<file path="config.mk">
export PLATFORM = sky130hd
export DESIGN_NAME = sic_div_cell
export DESIGN_NICKNAME = d
export VERILOG_FILES = /design/src/sv/sic_pkg.sv /design/src/sv/sic_div_cell.sv
export SDC_FILE = /design/constraint.sdc
export NUM_CORES = 1
export LEC_CHECK = 0
export BUFFER_PORTS_ARGS = -buffer_cell sky130_fd_sc_hd__buf_4
export CORE_MARGIN = 2
export CORE_UTILIZATION = 25
export CTS_CLUSTER_SIZE = 10
export DETAILED_ROUTE_END_ITERATION = 12
export SETUP_SLACK_MARGIN = 0.1
export SLEW_MARGIN = 20
export SYNTH_ARGS = -nofsm -noshare
export SYNTH_HDL_FRONTEND = slang
export SYNTH_SLANG_ARGS = --single-unit
export TNS_END_PERCENT = 30
</file>
<file path="constraint.sdc">
create_clock -name clk -period 2.16 [get_ports clk]
set_input_delay 0.432 -clock clk [delete_from_list [all_inputs] [get_ports clk]]
set_output_delay 0.432 -clock clk [all_outputs]
set_load 0.005 [all_outputs]
</file>
<file path="src/sv/sic_pkg.sv">
`timescale 1ns / 1ps
`default_nettype none

package sic_pkg;

    localparam int COORD_WIDTH_DEFAULT = 16;
    localparam int THRESH_WIDTH        = 20;
    localparam int CLASS_WIDTH         = 3;

    localparam logic [THRESH_WIDTH-1:0] THRESH_RESET = THRESH_WIDTH'(1);

    localparam logic [CLASS_WIDTH-1:0] CLASS_BOTH     = 3'd0;
    localparam logic [CLASS_WIDTH-1:0] CLASS_FIRST    = 3'd1;
    localparam logic [CLASS_WIDTH-1:0] CLASS_SECOND   = 3'd2;
    localparam logic [CLASS_WIDTH-1:0] CLASS_NEITHER  = 3'd3;
    localparam logic [CLASS_WIDTH-1:0] CLASS_PARALLEL = 3'd4;

    // Control that travels alongside the division data down the cell chain.
    typedef struct packed {
        logic                   valid;
        logic [CLASS_WIDTH-1:0] cls;
        logic                   neg_x;
        logic                   neg_y;
        logic                   sat_x;
        logic                   sat_y;
    } sic_ctrl_t;

endpackage

`default_nettype wire

</file>
<file path="src/sv/sic_div_cell.sv">
`timescale 1ns / 1ps
`default_nettype none

// One restoring division step for both coordinates: decides quotient bit SHIFT.
module sic_div_cell
    import sic_pkg::*;
#(
    parameter int COORD_WIDTH = COORD_WIDTH_DEFAULT,
    parameter int SHIFT       = 0,
    localparam int PW = 2 * (COORD_WIDTH + 1) + 1,
    localparam int NW = PW + COORD_WIDTH + 2
)
(
    input  wire logic                   clk,
    input  wire logic                   rst_n,
    input  wire logic                   en,
    input  wire sic_ctrl_t              ctrl_in,
    input  wire logic [PW-1:0]          d_in,
    input  wire logic [NW-1:0]          rx_in,
    input  wire logic [NW-1:0]          ry_in,
    input  wire logic [COORD_WIDTH-1:0] qx_in,
    input  wire logic [COORD_WIDTH-1:0] qy_in,
    output sic_ctrl_t                   ctrl_out,
    output logic [PW-1:0]               d_out,
    output logic [NW-1:0]               rx_out,
    output logic [NW-1:0]               ry_out,
    output logic [COORD_WIDTH-1:0]      qx_out,
    output logic [COORD_WIDTH-1:0]      qy_out
);

    sic_ctrl_t              ctrl_reg;
    logic [PW-1:0]          d_reg;
    logic [NW-1:0]          rx_reg, ry_reg;
    logic [COORD_WIDTH-1:0] qx_reg, qy_reg;

    logic [NW-1:0]          ds;
    logic                   gex, gey;
    logic [COORD_WIDTH-1:0] qx_next, qy_next;

    always_comb
    begin
        ds      = NW'(d_in) << SHIFT;
        gex     = rx_in >= ds;
        gey     = ry_in >= ds;
        qx_next = qx_in;
        qy_next = qy_in;
        qx_next[SHIFT] = gex;
        qy_next[SHIFT] = gey;
    end

    always_ff @(posedge clk or negedge rst_n)
    begin
        if (!rst_n)
            ctrl_reg <= '0;
        else if (en)
            ctrl_reg <= ctrl_in;
    end

    always_ff @(posedge clk)
    begin
        if (en)
        begin
            d_reg  <= d_in;
            rx_reg <= gex ? rx_in - ds : rx_in;
            ry_reg <= gey ? ry_in - ds : ry_in;
            qx_reg <= qx_next;
            qy_reg <= qy_next;
        end
    end

    assign ctrl_out = ctrl_reg;
    assign d_out    = d_reg;
    assign rx_out   = rx_reg;
    assign ry_out   = ry_reg;
    assign qx_out   = qx_reg;
    assign qy_out   = qy_reg;

endmodule

`default_nettype wire
</file>
==> out/metrics.csv <==
stage,metric,value,unit
status,status,"finished, violations left",
status,violations,negative setup slack,
timing,setup_ws,-0.498,ns
critical_path,crit_type,input pin to register,
layout,areaGrowthSynthToFinish,79.8,%
critical_path,end_kind,register,
floorplanning,io_pins,365,
timing,hold-worst-slack,0.139,ns
cts,h-tree-depth,4,
synth,synth_common_cells,"173 x edfxtp_1, 104 x a21oi_1, 95 x nand2_1",
drt,drt_pass1_iterations,5,
critical_path,max_stage_delay,0.42,ns
floorplanning,core_area,0.0451,mm2
synth,yosys_most_used_dff,edfxtp_1,
global_route,grt_antenna_before_repair,3,
synth,synth_top_area_share,45.8,%
timing,fmax,376,MHz
synth,ys_ff_latch,181,
timing,rsz0062_at_grt,yes,
critical_path,cp_top_family,simple AND/OR/NAND/NOR gates,
power,p_leak,0.00865,uW
cts,cts_tree,done,
critical_path,path_cells,buf_8 -> clkinvlp_4 -> buf_6 -> ha_4 -> and3_4 -> and2_4 -> nand4_1 -> a2111oi_4 -> buf_4 -> o2111a_2 -> and3b_1 -> xor2_1,
timing,hold_viol_final,0,
layout,utilization,45.3,%
cts,cts-root-buf,clkbuf_16,
cts,clkTransAtPathRegs,0.07,ns
critical_path,slowest_stage,a2111oi_4,
floorplanning,start_util,25.2,%
timing,period_share,123,%
layout,fin_area,0.0204,mm2
critical_path,crit_arrival,2.88,ns
floorplanning,rows,78,
floorplanning,die_x,217,um
global_route,grt_pass1_wl,68.1,mm
layout,drive_above_1_share,58.0,%
cts,cts_sinks,181,
placement,place.detailed.hpwl,36.6,mm
cts,worstSkewPairLatency,0.46,ns
synth,ys_types,74,
synth,synth_area_leader_cell,edfxtp_1,
synth,yosys-top-cells-area,"edfxtp_1 46%, ha_1 7.7%, a21oi_1 4.6%",
synth,syn_area_per_cell,10.2,um2
synth,ys_seq_area_share,47.5,%
layout,nFillCells,4226,
min_path,hold_path.class,input pin to register,
floorplanning,die_h,217,um
run,maxCapViolations,0,
placement,post-place-ws,-1.11,ns
critical_path,crit_buf_inv,4,
power,ir_worst_vdd,0.473,mV
floorplanning,dieArea,0.0471,mm2
global_route,grt_max_degree,37,
synth,syn-cell-area,0.0114,mm2
timing,slew_violations,0,
timing,worst_slew_pin_slew,0.494,ns
drt,num_vias,11600,
global_route,track_usage,19.1,%
timing,fin_skew,0,ns
timing,slew_headroom,66.7,%
drt,wirelength,46.3,mm
timing,period_needed,2.66,ns
critical_path,required,2.38,ns
drt,routed_via_density,4.66,
cts,cts.path.max_buffers,2,
synth,synth_fp_nets,1372,
synth,ys_warn_count,0,
placement,dpl_cell_area,0.0177,mm2
placement,place_congestion,0.917,
layout,fin_nets,2121,
drt,wl_per_cell,18.7,um
placement,port_buffers,362,
drt,drcViolationCount,0,
global_route,first_global_vias,11900,
synth,synth-edff-count,173,
critical_path,cp-start-kind,input pin,
cts,numCtsBuffers,17,
synth,synth_most_common_cell,edfxtp_1,
power,power.density,576,mW/mm2
synth,ys_async_sr_fraction,4.42,%
synth,synth_cells,1116,
drt,drt_iter0_drc,520,
critical_path,cp_max_fo,4,
global_route,grt_overflow_total,0,
drt,ant_nets,0,
timing,setup_violations,108,
## report_power, final
part           total, uW  internal [uW]  switching, uW
Clock               3210           1810           1390
Combinational       4070           2220           1860
Sequential          4480           4350            135
## path summary, 6_finish.rpt
check	depth (start not counted)	to	slack, ns	startpoint
setup / recovery	12	rx_out[35]	-0.50	d_in[17]
hold reg to reg	1	ctrl_out[4]	0.51	ctrl_out[4]
setup reg to reg	1	ctrl_out[7]	1.40	ctrl_out[7]
min in group asynchronous	2	ctrl_out[1]	0.31	rst_n
hold / removal	1	qx_out[5]	0.14	qx_in[5]
max in group asynchronous	2	ctrl_out[0]	1.72	rst_n
## cells in the final DEF (no fill, tap or decap), types with 18 or more instances in the layout
master,count
a21o_1,27
a21oi_1,81
a21oi_2,22
buf_4,723
buf_6,33
clkbuf_16,19
edfxtp_1,173
ha_1,32
ha_4,35
inv_1,32
nand2_1,81
nand4_1,30
nor2_1,51
nor2_2,18
o21ai_0,24
o21ai_1,26
xnor2_1,44
xor2_1,39
## per-stage QoR
| stage | cells | power (uW) | TNS, ns |
|---|---|---|---|
| after global placement | 2392 | 8100 | -102.02 |
| after CTS | 2457 | 11700 | -33.91 |
| after detailed placement | 2392 | 8120 | -102.26 |
| final | 2481 | 11800 | -34.40 |
| after floorplan | 1116 | 5920 | -53.85 |
| after global routing | 2480 | 12400 | -41.42 |
## what timing repair did
item                       in CTS  in global routing
gates resized for setup       228                138
setup buffers                  28                 21
cloned                          4                  5
pin swaps                      63                 72
hold endpoints to repair        8                  0
hold buffers                    1                  0
setup endpoints to repair     108                108
## cell families after synthesis
family | after synthesis | share of synthesized area (%)
simple gates | 336 | 14.5
compound gates | 307 | 17.2
flops | 181 | 47.5
buf+inv | 112 | 3.99
xor+xnor | 92 | 7.10
fa+ha+maj | 72 | 8.07
mux | 16 | 1.59
## area by class of cell
type	count	area, um2	area share [%]
well taps	600	751	3.68
inverters	58	280	1.37
multi-input cells	824	7060	34.6
diodes	3	7.51	0.0368
clock inverters	13	158	0.773
clock buffers	19	433	2.12
repair buffers	783	6320	31.0
flip-flops and latches	181	5400	26.4
## layer usage
| layer | GRT usage [%] | part of all wire, % | vias to the layer above |
|---|---|---|---|
| li1 | - | - | 5653 |
| met1 | 23.5 | 43 | 5515 |
| met2 | 32.6 | 50 | 334 |
| met3 | 4.16 | 5.1 | 60 |
| met4 | 6.94 | 2.7 | 0 |
| met5 | 0 | 0 | - |
## registers in the layout, indices dropped and copies added, names as in the netlist
register and cells:
ctrl_out 8, qy_out 16, rx_out 53, d_out 35, qx_out 16, ry_out 53
Note: power is estimated with default switching activity, not from simulation.
